===== config.mk =====
export PLATFORM = sky130hd
export DESIGN_NAME = clutch_position_window_and_command
export DESIGN_NICKNAME = d
export VERILOG_FILES = /design/src/cpwc_pkg.sv /design/src/cpwc_divider.sv /design/src/clutch_position_window_and_command.sv
export VERILOG_INCLUDE_DIRS = /design/src /design/src/src
export SDC_FILE = /design/constraint.sdc
export NUM_CORES = 1
export LEC_CHECK = 0
export ABC_AREA = 1
export BUFFER_PORTS_ARGS = -buffer_cell sky130_fd_sc_hd__buf_4
export CAP_MARGIN = 0
export CORE_AREA = 2 2 288 290
export DETAILED_ROUTE_END_ITERATION = 10
export DIE_AREA = 0 0 290 292
export GPL_TIMING_DRIVEN = 0
export PLACE_DENSITY_LB_ADDON = 0.15
export SYNTH_ARGS = -nofsm -noshare
export SYNTH_HDL_FRONTEND = slang
export SYNTH_SLANG_ARGS = --single-unit

===== constraint.sdc =====
create_clock -name clk -period 10.15 [get_ports clk]
set_input_delay 0.5075 -clock clk [delete_from_list [all_inputs] [get_ports clk]]
set_output_delay 0.5075 -clock clk [all_outputs]
set_load 0.01 [all_outputs]

===== src/clutch_position_window_and_command_macros.svh =====
// ----------------------------------------------------------------------------
// Clutch position window and command: assertion macros
// Shared assertion forms, all clocked on clk and disabled while arst_n is low.
// ----------------------------------------------------------------------------
`ifndef CLUTCH_POSITION_WINDOW_AND_COMMAND_MACROS_SVH
`define CLUTCH_POSITION_WINDOW_AND_COMMAND_MACROS_SVH

// The consequent must hold in the same cycle as the antecedent.
`define CPWC_ASSERT_SAME(lbl, ante, cons, msg) \
	lbl: assert property (@(posedge clk) disable iff (!arst_n) (ante) |-> (cons)) \
		else $error(msg);

// The consequent must hold in the cycle after the antecedent.
`define CPWC_ASSERT_NEXT(lbl, ante, cons, msg) \
	lbl: assert property (@(posedge clk) disable iff (!arst_n) (ante) |=> (cons)) \
		else $error(msg);

`endif


===== src/cpwc_pkg.sv =====
// ----------------------------------------------------------------------------
// Clutch position window and command: shared package
// Types, register indexes, command modes and reset constants of the block.
// ----------------------------------------------------------------------------
package cpwc_pkg;

	localparam int CFG_INDEX_BITS = 3;
	localparam int CFG_DATA_BITS  = 16;
	localparam int CMD_BITS       = 16;
	localparam int SPEED_BITS     = 11;
	localparam int MODE_BITS      = 2;

	// Register indexes of the configuration port.
	localparam logic [CFG_INDEX_BITS-1:0] REG_ENGAGED    = 3'd0;
	localparam logic [CFG_INDEX_BITS-1:0] REG_DISENGAGED = 3'd1;
	localparam logic [CFG_INDEX_BITS-1:0] REG_TRIGGER    = 3'd2;
	localparam logic [CFG_INDEX_BITS-1:0] REG_BITE       = 3'd3;
	localparam logic [CFG_INDEX_BITS-1:0] REG_MOVE_SPEED = 3'd4;

	// Item modes.
	localparam logic [MODE_BITS-1:0] MODE_SAMPLE  = 2'd0;
	localparam logic [MODE_BITS-1:0] MODE_COUNTS  = 2'd1;
	localparam logic [MODE_BITS-1:0] MODE_PULL    = 2'd2;
	localparam logic [MODE_BITS-1:0] MODE_RELEASE = 2'd3;

	// Reset calibration, given at the widest position size and cut down on use.
	localparam logic [CMD_BITS-1:0]   ENGAGED_RESET    = 16'd7645;
	localparam logic [CMD_BITS-1:0]   DISENGAGED_RESET = 16'd24939;
	localparam logic [CMD_BITS-1:0]   TRIGGER_RESET    = 16'd18021;
	localparam logic [CMD_BITS-1:0]   BITE_RESET       = 16'd11103;
	localparam logic [SPEED_BITS-1:0] MOVE_SPEED_RESET = 11'd256;

	typedef enum logic [2:0] {
		S_IDLE,
		S_CALC,
		S_CMD,
		S_WAIT,
		S_OUT
	} cpwc_state_t;

	typedef struct packed {
		logic start;
	} cpwc_div_ctl_t;

	typedef struct packed {
		logic busy;
		logic done;
	} cpwc_div_stat_t;

endpackage


===== src/cpwc_divider.sv =====
// ----------------------------------------------------------------------------
// Clutch position window and command: fraction divider
// Restoring divider that forms (num << FRACTION_BITS) / den, one bit a cycle,
// for a numerator known to be below the denominator.
// ----------------------------------------------------------------------------
module cpwc_divider import cpwc_pkg::*; #(
	parameter int POSITION_BITS = 15,
	parameter int FRACTION_BITS = 16
) (
	input  logic                     clk,
	input  logic                     arst_n,
	input  cpwc_div_ctl_t            ctl,
	input  logic [POSITION_BITS-1:0] num,
	input  logic [POSITION_BITS-1:0] den,
	output cpwc_div_stat_t           stat,
	output logic [FRACTION_BITS-1:0] quot
);

	localparam int CNT_BITS = $clog2(FRACTION_BITS + 1);

	logic [POSITION_BITS-1:0] rem_q;
	logic [POSITION_BITS-1:0] den_q;
	logic [FRACTION_BITS-1:0] quot_q;
	logic [CNT_BITS-1:0]      cnt_q;
	logic                     busy_q;
	logic                     done_q;

	logic [POSITION_BITS:0]   shifted;
	logic                     fits;
	logic [POSITION_BITS:0]   diff;

	// The remainder stays below the divisor, so the doubled value fits one extra bit.
	assign shifted = {rem_q, 1'b0};
	assign fits    = shifted >= {1'b0, den_q};
	assign diff    = shifted - {1'b0, den_q};

	always_ff @(posedge clk or negedge arst_n) begin
		if (!arst_n) begin
			busy_q <= 1'b0;
			done_q <= 1'b0;
			cnt_q  <= '0;
		end else if (ctl.start) begin
			busy_q <= 1'b1;
			done_q <= 1'b0;
			cnt_q  <= CNT_BITS'(FRACTION_BITS);
		end else if (busy_q) begin
			cnt_q <= cnt_q - CNT_BITS'(1);
			if (cnt_q == CNT_BITS'(1)) begin
				busy_q <= 1'b0;
				done_q <= 1'b1;
			end
		end
	end

	always_ff @(posedge clk) begin
		if (ctl.start) begin
			rem_q  <= num;
			den_q  <= den;
			quot_q <= '0;
		end else if (busy_q) begin
			rem_q  <= fits ? diff[POSITION_BITS-1:0] : shifted[POSITION_BITS-1:0];
			quot_q <= {quot_q[FRACTION_BITS-2:0], fits};
		end
	end

	assign stat.busy = busy_q;
	assign stat.done = done_q;
	assign quot      = quot_q;

endmodule


===== src/clutch_position_window_and_command.sv =====
// ----------------------------------------------------------------------------
// Clutch position window and command
// Classifies servo position samples against the clutch calibration, forms the
// pull fraction and keeps the last commanded servo position.
// ----------------------------------------------------------------------------
// Usage: each input beat (in_valid, in_stall) carries a mode, a position
// sample, a feedback flag and command arguments. For every input beat the
// block returns exactly one output beat (out_valid, out_stall) with the window
// flags, the pull fraction, the held commanded position and, when the beat
// issued a command, the move speed.
// Calibration registers are written over the cfg channel; cfg_ready is high
// only while no item is in work.
// Sequence: an accepted item passes the calculate and command states; an item
// whose fraction needs the divider then waits while the bit-serial fraction
// divider forms it, one quotient bit a cycle, and the result shows after the
// divider is done. An item whose fraction is zero or full skips the divider.
// The block accepts no new item until the result beat of the last is taken.
// While out_stall is high the result is held and no new item is accepted.
// Reset loads the calibration defaults and sets the commanded position to the
// engaged count; no clearing pass is needed.
// ----------------------------------------------------------------------------
`include "clutch_position_window_and_command_macros.svh"

module clutch_position_window_and_command import cpwc_pkg::*; #(
	parameter int POSITION_BITS = 15,
	parameter int FRACTION_BITS = 16
) (
	input  logic                      clk,
	input  logic                      arst_n,

	input  logic                      cfg_valid,
	output logic                      cfg_ready,
	input  logic [CFG_INDEX_BITS-1:0] cfg_index,
	input  logic [CFG_DATA_BITS-1:0]  cfg_data,

	input  logic                      in_valid,
	output logic                      in_stall,
	input  logic [MODE_BITS-1:0]      mode,
	input  logic [POSITION_BITS-1:0]  position,
	input  logic                      feedback_ok,
	input  logic [CMD_BITS-1:0]       command_counts,
	input  logic [FRACTION_BITS:0]    pull_request,

	output logic                      out_valid,
	input  logic                      out_stall,
	output logic                      disengaged,
	output logic                      just_engaged,
	output logic [FRACTION_BITS:0]    pull_fraction,
	output logic [POSITION_BITS-1:0]  commanded_counts,
	output logic                      command_issued,
	output logic [SPEED_BITS-1:0]     speed_out
);

	localparam int PROD_BITS = POSITION_BITS + FRACTION_BITS + 1;
	localparam logic [FRACTION_BITS:0] FRAC_ONE = {1'b1, {FRACTION_BITS{1'b0}}};

	cpwc_state_t state_q, state_d;

	// Calibration registers
	logic [POSITION_BITS-1:0] engaged_q;
	logic [POSITION_BITS-1:0] disengaged_cal_q;
	logic [POSITION_BITS-1:0] trigger_q;
	logic [POSITION_BITS-1:0] bite_q;
	logic [SPEED_BITS-1:0]    move_speed_q;
	logic [POSITION_BITS-1:0] commanded_q;

	// Captured item
	logic [MODE_BITS-1:0]     mode_q;
	logic [POSITION_BITS-1:0] position_q;
	logic                     feedback_ok_q;
	logic [CMD_BITS-1:0]      command_q;
	logic [FRACTION_BITS:0]   request_q;

	// Result and work registers
	logic                     disengaged_q;
	logic                     just_engaged_q;
	logic [FRACTION_BITS:0]   pull_q;
	logic                     issued_q;
	logic [SPEED_BITS-1:0]    speed_q;
	logic [POSITION_BITS-1:0] offset_q;
	logic                     use_div_q;

	// Sequencer strobes
	logic capture_en;
	logic calc_en;
	logic cmd_en;
	logic div_take;

	cpwc_div_ctl_t            div_ctl;
	cpwc_div_stat_t           div_stat;
	logic [FRACTION_BITS-1:0] div_quot;

	// Calibration derived terms
	logic                     rise;
	logic [POSITION_BITS-1:0] span;
	logic                     past_trigger;
	logic                     past_bite;
	logic                     behind;
	logic [POSITION_BITS-1:0] num;
	logic                     span_zero;
	logic                     full;
	logic                     use_div_c;
	logic [FRACTION_BITS:0]   pull_c;
	logic [FRACTION_BITS:0]   request_c;
	logic [PROD_BITS-1:0]     product;

	// Command path
	logic [POSITION_BITS-1:0] pull_target;
	logic [CMD_BITS-1:0]      target;
	logic                     issue_c;
	logic [CMD_BITS-1:0]      lo_ext;
	logic [CMD_BITS-1:0]      hi_ext;
	logic [CMD_BITS-1:0]      clamped;
	logic                     cmd_in_travel;

	// ------------------------------------------------------------------
	// Classification and fraction set-up
	// ------------------------------------------------------------------
	assign rise = disengaged_cal_q >= engaged_q;
	assign span = rise ? (disengaged_cal_q - engaged_q) : (engaged_q - disengaged_cal_q);

	assign past_trigger = rise ? (position_q >= trigger_q) : (position_q <= trigger_q);
	assign past_bite    = rise ? (position_q >= bite_q) : (position_q <= bite_q);

	assign span_zero = span == '0;
	assign behind    = rise ? (position_q <= engaged_q) : (position_q >= engaged_q);
	assign num       = rise ? (position_q - engaged_q) : (engaged_q - position_q);
	assign full      = num >= span;
	assign use_div_c = !span_zero && !behind && !full;

	always_comb begin
		if (span_zero || behind) begin
			pull_c = '0;
		end else if (full) begin
			pull_c = FRAC_ONE;
		end else begin
			pull_c = '0;
		end
	end

	assign request_c = (request_q > FRAC_ONE) ? FRAC_ONE : request_q;
	assign product   = PROD_BITS'(span) * PROD_BITS'(request_c);

	// ------------------------------------------------------------------
	// Command target and clamp to travel
	// ------------------------------------------------------------------
	assign pull_target = rise ? (engaged_q + offset_q) : (engaged_q - offset_q);

	always_comb begin
		target  = CMD_BITS'(engaged_q);
		issue_c = 1'b1;
		case (mode_q)
			MODE_COUNTS: begin
				target = command_q;
			end
			MODE_PULL: begin
				target = CMD_BITS'(pull_target);
			end
			MODE_RELEASE: begin
				target = CMD_BITS'(engaged_q);
			end
			default: begin
				issue_c = 1'b0;
			end
		endcase
	end

	assign lo_ext = CMD_BITS'(rise ? engaged_q : disengaged_cal_q);
	assign hi_ext = CMD_BITS'(rise ? disengaged_cal_q : engaged_q);

	always_comb begin
		if (target < lo_ext) begin
			clamped = lo_ext;
		end else if (target > hi_ext) begin
			clamped = hi_ext;
		end else begin
			clamped = target;
		end
	end

	// ------------------------------------------------------------------
	// Fraction divider
	// ------------------------------------------------------------------
	cpwc_divider #(
		.POSITION_BITS(POSITION_BITS),
		.FRACTION_BITS(FRACTION_BITS)
	) u_divider (
		.clk   (clk),
		.arst_n(arst_n),
		.ctl   (div_ctl),
		.num   (num),
		.den   (span),
		.stat  (div_stat),
		.quot  (div_quot)
	);

	// ------------------------------------------------------------------
	// Sequencer
	// ------------------------------------------------------------------
	always_comb begin
		state_d = state_q;
		case (state_q)
			S_IDLE: begin
				if (in_valid) begin
					state_d = S_CALC;
				end
			end
			S_CALC: begin
				state_d = S_CMD;
			end
			S_CMD: begin
				state_d = use_div_q ? S_WAIT : S_OUT;
			end
			S_WAIT: begin
				if (div_stat.done) begin
					state_d = S_OUT;
				end
			end
			S_OUT: begin
				if (!out_stall) begin
					state_d = S_IDLE;
				end
			end
			default: begin
				state_d = S_IDLE;
			end
		endcase
	end

	always_comb begin
		in_stall      = state_q != S_IDLE;
		cfg_ready     = state_q == S_IDLE;
		out_valid     = state_q == S_OUT;
		capture_en    = (state_q == S_IDLE) && in_valid;
		calc_en       = state_q == S_CALC;
		cmd_en        = state_q == S_CMD;
		div_take      = (state_q == S_WAIT) && div_stat.done;
		div_ctl.start = (state_q == S_CALC) && use_div_c;
	end

	always_ff @(posedge clk or negedge arst_n) begin
		if (!arst_n) begin
			state_q <= S_IDLE;
		end else begin
			state_q <= state_d;
		end
	end

	// ------------------------------------------------------------------
	// Calibration and commanded position
	// ------------------------------------------------------------------
	always_ff @(posedge clk or negedge arst_n) begin
		if (!arst_n) begin
			engaged_q        <= ENGAGED_RESET[POSITION_BITS-1:0];
			disengaged_cal_q <= DISENGAGED_RESET[POSITION_BITS-1:0];
			trigger_q        <= TRIGGER_RESET[POSITION_BITS-1:0];
			bite_q           <= BITE_RESET[POSITION_BITS-1:0];
			move_speed_q     <= MOVE_SPEED_RESET;
			commanded_q      <= ENGAGED_RESET[POSITION_BITS-1:0];
		end else begin
			if (cfg_valid && cfg_ready) begin
				case (cfg_index)
					REG_ENGAGED:    engaged_q        <= cfg_data[POSITION_BITS-1:0];
					REG_DISENGAGED: disengaged_cal_q <= cfg_data[POSITION_BITS-1:0];
					REG_TRIGGER:    trigger_q        <= cfg_data[POSITION_BITS-1:0];
					REG_BITE:       bite_q           <= cfg_data[POSITION_BITS-1:0];
					REG_MOVE_SPEED: move_speed_q     <= cfg_data[SPEED_BITS-1:0];
					default: begin
					end
				endcase
			end
			if (cmd_en && issue_c) begin
				commanded_q <= clamped[POSITION_BITS-1:0];
			end
		end
	end

	// ------------------------------------------------------------------
	// Item capture and result registers
	// ------------------------------------------------------------------
	always_ff @(posedge clk) begin
		if (capture_en) begin
			mode_q        <= mode;
			position_q    <= position;
			feedback_ok_q <= feedback_ok;
			command_q     <= command_counts;
			request_q     <= pull_request;
		end
		if (calc_en) begin
			disengaged_q   <= feedback_ok_q && past_trigger;
			just_engaged_q <= feedback_ok_q && !past_trigger && past_bite;
			pull_q         <= pull_c;
			use_div_q      <= use_div_c;
			offset_q       <= product[FRACTION_BITS +: POSITION_BITS];
		end
		if (cmd_en) begin
			issued_q <= issue_c;
			speed_q  <= issue_c ? move_speed_q : '0;
		end
		if (div_take) begin
			pull_q <= {1'b0, div_quot};
		end
	end

	assign disengaged       = disengaged_q;
	assign just_engaged     = just_engaged_q;
	assign pull_fraction    = pull_q;
	assign commanded_counts = commanded_q;
	assign command_issued   = issued_q;
	assign speed_out        = speed_q;

	// ------------------------------------------------------------------
	// Assertions
	// ------------------------------------------------------------------
	// Travel bounds are formed here apart from the clamp path.
	assign cmd_in_travel = rise
		? ((commanded_q >= engaged_q) && (commanded_q <= disengaged_cal_q))
		: ((commanded_q <= engaged_q) && (commanded_q >= disengaged_cal_q));

	`CPWC_ASSERT_SAME(a_window_exclusive, out_valid, !(disengaged_q && just_engaged_q), "window flags overlap")
	`CPWC_ASSERT_SAME(a_pull_in_range, out_valid, pull_q <= FRAC_ONE, "pull fraction above one")
	`CPWC_ASSERT_SAME(a_speed_only_on_issue, out_valid && !issued_q, speed_q == '0, "stray speed")
	`CPWC_ASSERT_SAME(a_div_start_free, div_ctl.start, !div_stat.busy, "divider started while busy")
	`CPWC_ASSERT_NEXT(a_div_runs, div_ctl.start, div_stat.busy && !div_stat.done, "divider idle")
	`CPWC_ASSERT_SAME(a_cmd_in_travel, out_valid && issued_q, cmd_in_travel, "command outside travel")

endmodule


* Word-level counts from Yosys, hierarchy flattened
Cells that the tools add are included.
Word-level totals: output and inout port bits 49, bits in registers 240, input port bits 75, logic and storage cells 125
Cells by class: multiplexer cells 33, eq/ne operators 15, multiply operators 1, reductions and logical operators 30, $add $sub $neg 8, magnitude comparators 12
Operators with widths (number):
- 15-bit 2-to-1 mux | 10
- 15-bit subtractor | 6
- 15-bit greater-or-equal comparator | 5
- 17-bit 2-to-1 mux | 3
- 15-bit <= comparator | 3
- 16-bit 2-to-1 mux | 2
- 16-bit case mux with 2 select lines | 1
- 15-bit by 17-bit multiplier with 31-bit output | 1
- 17-bit > comparator, second input constant | 1
- 16-bit by 15-bit greater-or-equal comparator with 1-bit output | 1
- 16-bit by 15-bit > comparator with 1-bit output | 1
- 16-bit by 15-bit less-than comparator with 1-bit output | 1
- 15-bit adder | 1
- 15-bit zero test | 1
- 3-bit case mux with 5 select lines | 1
- 3-bit by 2-bit equality test with 1-bit output, second input constant | 4
- 3-bit 2-to-1 mux | 4
- 2-bit AND reduction | 6
- 1-bit logical AND | 10
- 1-bit 2-to-1 mux | 10
- 5-bit 2-to-1 mux | 2
- 3-bit by 1-bit equality test with 1-bit output, second input constant | 2
- 3-bit equality test, second input constant | 2
- 3-bit zero test | 2
- 12 further kinds | 19

* Logic depth before layout (Yosys ltp)
Gate-level depths: netlist of run 1.
depth after elaboration 9, mapped depth 40, mapped depth without buffers 37

* Modules after synthesis
From an unflattened synthesis of run 1, not the netlist that was laid out.
Unflattened totals: cells, all modules 3209, area, all modules 25110.3 µm²
Modules (own cells, without submodules):
- clutch_position_window_and_command | instances 1, area each 21896.0 µm², cells each 2797, sequential area each 5217.5 µm²
- cpwc_divider | instances 1, area each 3214.3 µm², cells each 412, sequential area each 1396.3 µm²

* Worst setup path before layout of run 1
Ideal clock, no wire load.
path type reg-to-reg, start register engaged_q[10], end register offset_q[11], data pin, library setup time 0.252 ns, data arrival time 6.782 ns, slack 3.116 ns, path buffers 2, clock period less this slack 7.034 ns, cell stages (with the launch flop) 35, data required time 9.898 ns, path through dfstp_2 inv_1 ha_1 nand2_1 inv_1 nand2_1 nand2_1 a21oi_1 nand3_4 buf_6 nand2_1 nand2_1 inv_1 buf_1 nand2_1 fa_1 fa_1 inv_1 fa_1 fa_1 fa_1 inv_1 fa_1 inv_1 ha_1 a21oi_1 inv_1 a21oi_1 inv_1 a21oi_1 nor2_1 a211oi_1 nand2_1 nand2_1 nand2_1
On the way: longest elaborated chain between the ends 3, elaborated cells on any way between the ends 5, those cells by class add/sub: 2; mul: 1; order compare: 1; mux: 1
RTL lines:
- from (decl) | RTL line clutch_position_window_and_command.sv:60 | logic [POSITION_BITS-1:0] engaged_q;
- from (signal assigned) | RTL line clutch_position_window_and_command.sv:254 | engaged_q <= ENGAGED_RESET[POSITION_BITS-1:0];
- from (signal assigned) | RTL line clutch_position_window_and_command.sv:263 | REG_ENGAGED: engaged_q <= cfg_data[POSITION_BITS-1:0];
- 15-bit greater-or-equal comparator | RTL line clutch_position_window_and_command.sv:119 | assign rise = disengaged_cal_q >= engaged_q;
- 15-bit 2-to-1 mux | RTL line clutch_position_window_and_command.sv:120 | assign span = rise ? (disengaged_cal_q - engaged_q) : (engaged_q - disengaged_cal_q);
- named net span[7] | RTL line clutch_position_window_and_command.sv:95 | logic [POSITION_BITS-1:0] span;
- 15-bit by 17-bit multiplier with 31-bit output | RTL line clutch_position_window_and_command.sv:142 | assign product = PROD_BITS'(span) * PROD_BITS'(request_c);
- named net product[27] | RTL line clutch_position_window_and_command.sv:105 | logic [PROD_BITS-1:0] product;
- to (signal assigned) | RTL line clutch_position_window_and_command.sv:294 | offset_q <= product[FRACTION_BITS +: POSITION_BITS];
- to (decl) | RTL line clutch_position_window_and_command.sv:80 | logic [POSITION_BITS-1:0] offset_q;
The timed path passes the listed nets, and every way through them passes these cells. A chain may end at the register's enable or synchronous reset.

* Worst setup path after layout of run 1
start register engaged_q[11], end register offset_q[11], data pin
The elaborated chain is that of the path after synthesis.

==> results by group, run 1 <==
Synth
  – Synth warnings: 0
  – Sequential area share after synthesis: about a quarter
  – Syn avg cell area: roughly 7.8 sq um
  – Synth Area in XOR/XNOR: approximately 2.8%
  – Post-synth EDFFs: around 130
  – Synth Cell Area: around 0.025 sq mm
  – Post-Syn Instances: ~3200
  – Yosys cell types: 59
  – Yosys reg bits: 240
  – Post-synthesis compound-gate area fraction: approximately a tenth
  – Area share of fa/ha/maj cells after synthesis: 28.50%
  – Post-Synth Simple-Gate Area: 20.42%
  – Main combinational cell family by area after synthesis: adder cells
  – Mux cell area share after synthesis: less than 1%
  – Syn Nets: about 3700
  – Ys async rst share: 40.00%
  – Main synth FF type: edfxtp_1

Layout
  – Area delta synth->final: 13.82%
  – Layout cells sized above 1: under 10%
  – Ant diodes: 0
  – Fill count: between 8000 and 9000
  – Final net count: about 3900

GRT
  – Total track usage: 20.16%
  – First-pass GRT wire length: around 130000 um
  – Initial antenna violation count: 0
  – Grt ovf: 0
  – Pin count of the biggest net entering global routing: 82
  – Vias in the first global route: ~22000

Route
  – Number of remaining DRC errors: 0
  – Routed len/inst: about 19 um
  – Avg Vias per Cell: around 4.8
  – DR vias: ~21000
  – First-pass DRT Iterations: 5
  – Routed Antenna Nets: 0
  – DRT iter0 DRCs: approximately 1300
  – Final Routed Wirelength: about 84000 um

Die
  – IO Pins: 124
  – Core Region: approximately 0.082 sq mm
  – Chip height: approximately 290 um
  – Num rows: 105
  – Die width: slightly below 300 um
  – Die area: ~0.085 sq mm
  – Starting Density: 30.79%

STA
  – Clock Skews: 0.03409 ns
  – Slew Limit Fails: 0
  – Setup TNS Final: 0 ns
  – Final hold viol count: 0
  – Tcrit/Tclk final: about nine tenths
  – RSZ-0062 raised after global routing: false
  – Tmin final: between 9 and 10 ns
  – Fmax: around 110 MHz
  – Slew margin rel.: between 20 and 30%
  – Final Setup Violations: 0
  – Worst-margin pin slew: 1.075 ns

Setup path
  – Worst Setup Start Kind: register
  – Crit-path max cell delay: ~0.64 ns
  – Crit. End Element: register
  – CP Buf/Inv Count: 10
  – Slowest CP cell: dfstp_2
  – CP Class: register to register
  – Crit path required time: 10.45 ns
  – Crit path arrival time: 9.32 ns
  – Largest delay share family, worst path: adder cells
  – Crit-path max FO: 10

Clock tree
  – Root Buffer: clkbuf_16
  – CTS clk-pin slew, worst paths: about 0.060 ns
  – Worst-Skew Late Latency: 0.58 ns
  – CTS Sinks: 240
  – Max clock buf depth: 3
  – TritonCTS clock tree: done
  – Post-CTS sizing: 0
  – H-Tree Depth: 2
  – CTS buffer count: 34

Hold path
  – Hold WC Path Type: primary input to register

Status
  – Status: finished clean

Flow run
  – Number of max-cap violations: 0

Placement
  – Post-DP HPWL: just under 70000 um
  – PortBufs: ~120
  – Routability Congestion: 0.9265
==> cell families (layout without fill, tap and decap cells) <==
| family | Yosys count | after routing |
|---|---|---|
| adder cells (fa/ha/maj) | 454 | 454 |
| buffers and inverters | 714 | 902 |
| AO/OA/AOI/OAI | 476 | 476 |
| XOR/XNOR | 79 | 79 |
| flip-flops | 240 | 240 |
| AND/OR/NAND/NOR | 1244 | 1244 |
| multiplexers | 12 | 12 |
==> layout by cell type (no fill, tap or decap), types with 17 or more instances in the layout <==
master,n
a21oi_1,175
a31oi_1,19
buf_2,19
buf_4,124
clkbuf_1,49
clkbuf_16,34
dfrtp_1,50
dfstp_2,46
dfxtp_1,17
edfxtp_1,127
fa_1,197
ha_1,257
inv_1,615
nand2_1,698
nand3_1,112
nand4_1,42
nor2_1,317
nor3_1,26
o21ai_0,195
xnor2_1,18
xor2_1,61
==> registers in the layout, summed over array words and instances (netlist names), 16 cells and up <==
name            count
request_q          17
pull_fraction      17
u_divider.quot     16
command_q          16
==> layout make-up <==
type / count / area, sq um / area share [%]
plain buffers: 77 / 362.8 / 1.269
clock buffers: 43 / 904.6 / 3.164
clock inverters: 17 / 188.9 / 0.6608
inverters: 637 / 2394 / 8.372
multi-input cells: 2265 / 15760 / 55.12
flip-flops and latches: 240 / 6614 / 23.13
well taps: 1070 / 1339 / 4.683
repair buffers: 128 / 1027 / 3.593
==> cell usage after synthesis (6+ instances only) <==
master	instances	area, sq um
o21bai_1	10	75.07
buf_1	7	26.28
ha_1	257	3216
fa_1	197	3944
nor2_1	319	1197
o21ai_1	7	35.03
nand2_2	12	75.07
nand4_1	42	262.8
nand2_1	698	2620
mux2_2	10	112.6
clkinv_1	8	30.03
nor3_1	26	130.1
dfxtp_1	17	340.3
o21ai_0	195	975.9
nand3_1	112	560.5
dfrtp_1	50	1251
nor4_1	10	62.56
edfxtp_1	127	3814
xnor2_1	18	157.7
a22oi_1	8	60.06
inv_1	615	2308
dfstp_2	46	1209
a21o_1	7	52.55
xor2_1	61	534.3
nand3b_1	6	45.04
a31oi_1	19	118.9
o211ai_1	6	45.04
buf_2	19	95.09
clkbuf_1	43	161.4
a21oi_1	175	875.8
o21a_1	12	90.09
inv_2	13	48.80
==> worst paths after layout <==
kind / from / to / slack, ns / cells after the start
max in group asynchronous: arst_n / engaged_q[12]$_DFFE_PN1P_ / 9.07 / 3
min: command_counts[9] / command_q[9]$_DFFE_PP_ / 0.10 / 1
min in group asynchronous: arst_n / commanded_counts[14]$_DFFE_PN0P_ / 0.33 / 2
max: engaged_q[11]$_DFFE_PN1P_ / offset_q[11]$_DFFE_PP_ / 1.13 / 33
max reg2reg: engaged_q[11]$_DFFE_PN1P_ / offset_q[11]$_DFFE_PP_ / 1.13 / 33
min reg2reg: commanded_counts[12]$_DFFE_PN1P_ / commanded_counts[12]$_DFFE_PN1P_ / 0.46 / 2
==> worst reg2reg max path: cells and delay by family, from the launching register on <==
kind	cells	cell delay [ns]
buffers and inverters	10	1.79
adders and majority gates	8	3.80
DFF	1	0.64
AOI/OAI and AO/OA	4	0.97
and+or+nand+nor	11	1.58
==> layer usage <==
| layer | GRT usage [%] | wire (um) | vias up |
|---|---|---|---|
| met5 | 0 | 0 | - |
| met4 | 5.551 | 2260 | 0 |
| li1 | - | - | 10522 |
| met1 | 26.54 | 37980 | 10231 |
| met2 | 34.81 | 40430 | 443 |
| met3 | 2.481 | 3529 | 106 |
==> metrics by stage <==
stage	instances	instance area (sq um)	util [%]	setup WS [ns]	hold WS (ns)
2_1_floorplan	3219	25120	-	3.116	0.2119
3_3_place_gp	4411	27370	33.55	1.121	0.4595
3_5_place_dp	4415	27480	33.68	1.159	0.3518
4_1_cts	4476	28580	35.03	1.145	0.07369
5_1_grt	4477	28590	35.04	0.5248	0.07769
6_report	4477	28590	35.04	1.127	0.1047
==> timing repair <==
| item | in CTS | in global routing |
|---|---|---|
| hold buffers | 1 | 0 |
| buffers inserted | 0 | 0 |
| setup endpoints to repair | 0 | 0 |
| endpoints found under the hold margin | 15 | 0 |
Power of run 1 is not shown: default switching activity piles up to over one toggle a cycle in this logic, so the estimate is an artifact.
==> run 2, diff against run 1 <==
- clock period: 10.15 -> 7.88 ns (I/O delays scaled with it)
==> run 2 against run 1 <==
Die area stayed put; register-to-register slack worse by 0.85 ns; critical endpoint is now offset_q[14]$_DFFE_PP_; critical path depth rose by 2; non-clock buffer count grew 134; wire length increased by 3.8%; via count up 4.0%; count of clock-buffer cells in the layout unchanged; fmax grew 19%.
==> results by group, run 2 (same netlist as run 1, synthesis figures left out) <==
Status
  – Status: finished clean

Setup path
  – Crit-path max FO: 10
  – Slowest CP cell: fa_2
  – Crit. End Element: register
  – Crit path required time: a little over 8 ns
  – Crit-path max cell delay: 0.59 ns
  – Most frequent CP cell: fa_1
  – Worst Setup Start Kind: register
  – CP Class: register to register
  – Crit path arrival time: ~8 ns

GRT
  – First-pass GRT wire length: between 100000 and 150000 um
  – Pin count of the biggest net entering global routing: just over 80
  – Initial antenna violation count: 2
  – Grt ovf: 0
  – Total track usage: between 20 and 25%
  – Vias in the first global route: roughly 23000

Clock tree
  – Max clock buf depth: 3
  – CTS clk-pin slew, worst paths: around 0.060 ns
  – TritonCTS clock tree: done
  – Root Buffer: clkbuf_16
  – H-Tree Depth: 2
  – Worst-Skew Late Latency: ~0.58 ns
  – CTS Sinks: between 200 and 250
  – CTS buffer count: 34

Route
  – Number of remaining DRC errors: 0
  – Final Routed Wirelength: a little under 90000 um
  – First-pass DRT Iterations: 8
  – DR vias: ~22000
  – Avg Vias per Cell: 4.802
  – DRT iter0 DRCs: between 1000 and 1500
  – Routed len/inst: 18.94 um
  – Routed Antenna Nets: 0

Placement
  – Routability Congestion: 0.9265
  – Post-DP HPWL: between 60000 and 70000 um
  – Area after DPL: 0.02748 sq mm
  – PortBufs: about 120

STA
  – Final hold slack: 0.07203 ns
  – Worst-margin pin slew: ~1.0 ns
  – Tcrit/Tclk final: 96.42%
  – Fmax: ~130 MHz
  – Tmin final: between 7 and 8 ns
  – Final Setup Violations: 0
  – Clock Skews: between 0.03 and 0.04 ns
  – Slew margin rel.: 32.44%
  – Slew Limit Fails: 0
  – Final hold viol count: 0

Layout
  – Ant diodes: 0
  – Most frequent cells in the layout: nand2_1 (677), inv_1 (593), nor2_1 (301)
  – Most common cell after layout, fill and taps aside: nand2_1
  – Area delta synth->final: 21.95%
  – Final net count: roughly 4000
  – Layout cells sized above 1: around 15%
  – Final instance area: roughly 0.031 sq mm

Die
  – IO Pins: ~120
  – Num rows: approximately 110
  – Die width: 290 um
  – Die area: 0.08468 sq mm
  – Chip height: 292 um
  – Core Region: 0.08158 sq mm
  – Starting Density: just over 30%

Flow run
  – Number of max-cap violations: 0

Hold path
  – Hold WC Path Type: primary input to register
==> run 2: metal layers <==
| layer | wire length, um | part of all wire (%) | GRT usage, % | vias to the layer above |
|---|---|---|---|---|
| met3 | 4293 | 4.9 | 2.527 | 111 |
| met2 | 41640 | 48 | 35.38 | 501 |
| li1 | - | - | - | 10812 |
| met4 | 2414 | 2.8 | 5.818 | 2 |
| met1 | 39030 | 45 | 27.35 | 10725 |
| met5 | 11 | 0.013 | 0 | - |
==> run 2: cell type report <==
| type | instances | area (sq um) |
|---|---|---|
| multi-input combinational | 2266 | 16350 |
| timing repair inverter | 1 | 7.507 |
| sequential | 240 | 6620 |
| timing repair buffer | 266 | 2237 |
| buffer | 73 | 499.2 |
| clock buffer | 43 | 904.6 |
| tap | 1070 | 1339 |
| inverter | 637 | 2482 |
| clock inverter | 17 | 188.9 |
| fill | 8677 | 50950 |
==> run 2: through the flow <==
stage | setup TNS [ns] | worst slack (ns) | instances | util, %
floorplan | 0 | 0.8457 | 3219 | -
global placement | -14.04 | -1.149 | 4411 | 33.55
detailed placement | -13.20 | -1.111 | 4415 | 33.68
CTS | 0 | 0.003028 | 4557 | 36.29
global route | -0.05547 | -0.01944 | 4613 | 37.55
finish | 0 | 0.2820 | 4613 | 37.55
==> run 2: worst paths after layout <==
| kind | start | to | slack [ns] | cells after the start |
|---|---|---|---|---|
| setup / recovery | engaged_q[6]$_DFFE_PN1P_ | offset_q[14]$_DFFE_PP_ | 0.28 | 35 |
| hold reg to reg | commanded_counts[12]$_DFFE_PN1P_ | commanded_counts[12]$_DFFE_PN1P_ | 0.46 | 2 |
| max in group asynchronous | arst_n | engaged_q[9]$_DFFE_PN0P_ | 6.92 | 3 |
| min in group asynchronous | arst_n | commanded_counts[14]$_DFFE_PN0P_ | 0.21 | 2 |
| setup reg to reg | engaged_q[6]$_DFFE_PN1P_ | offset_q[14]$_DFFE_PP_ | 0.28 | 35 |
| hold / removal | out_stall | state_q[2]$_DFFE_PN0P_ | 0.07 | 3 |
==> run 2: critical path: cells and delay by family (launching register included) <==
kind / cells / cell delay [ns]
fa+ha+maj: 8 / 3.63
buf+inv: 11 / 1.27
compound gates: 1 / 0.17
simple gates: 15 / 1.65
flops: 1 / 0.56
==> run 2: what timing repair did <==
item / in CTS / in global routing
hold buffers: 52 / 0
setup endpoints to repair: 15 / 30
gates cloned: 1 / 2
gates resized for setup: 87 / 140
hold endpoints to repair: 79 / 0
pin swaps: 6 / 42
buffers inserted: 31 / 55
Power of run 2 is left out for the same reason.
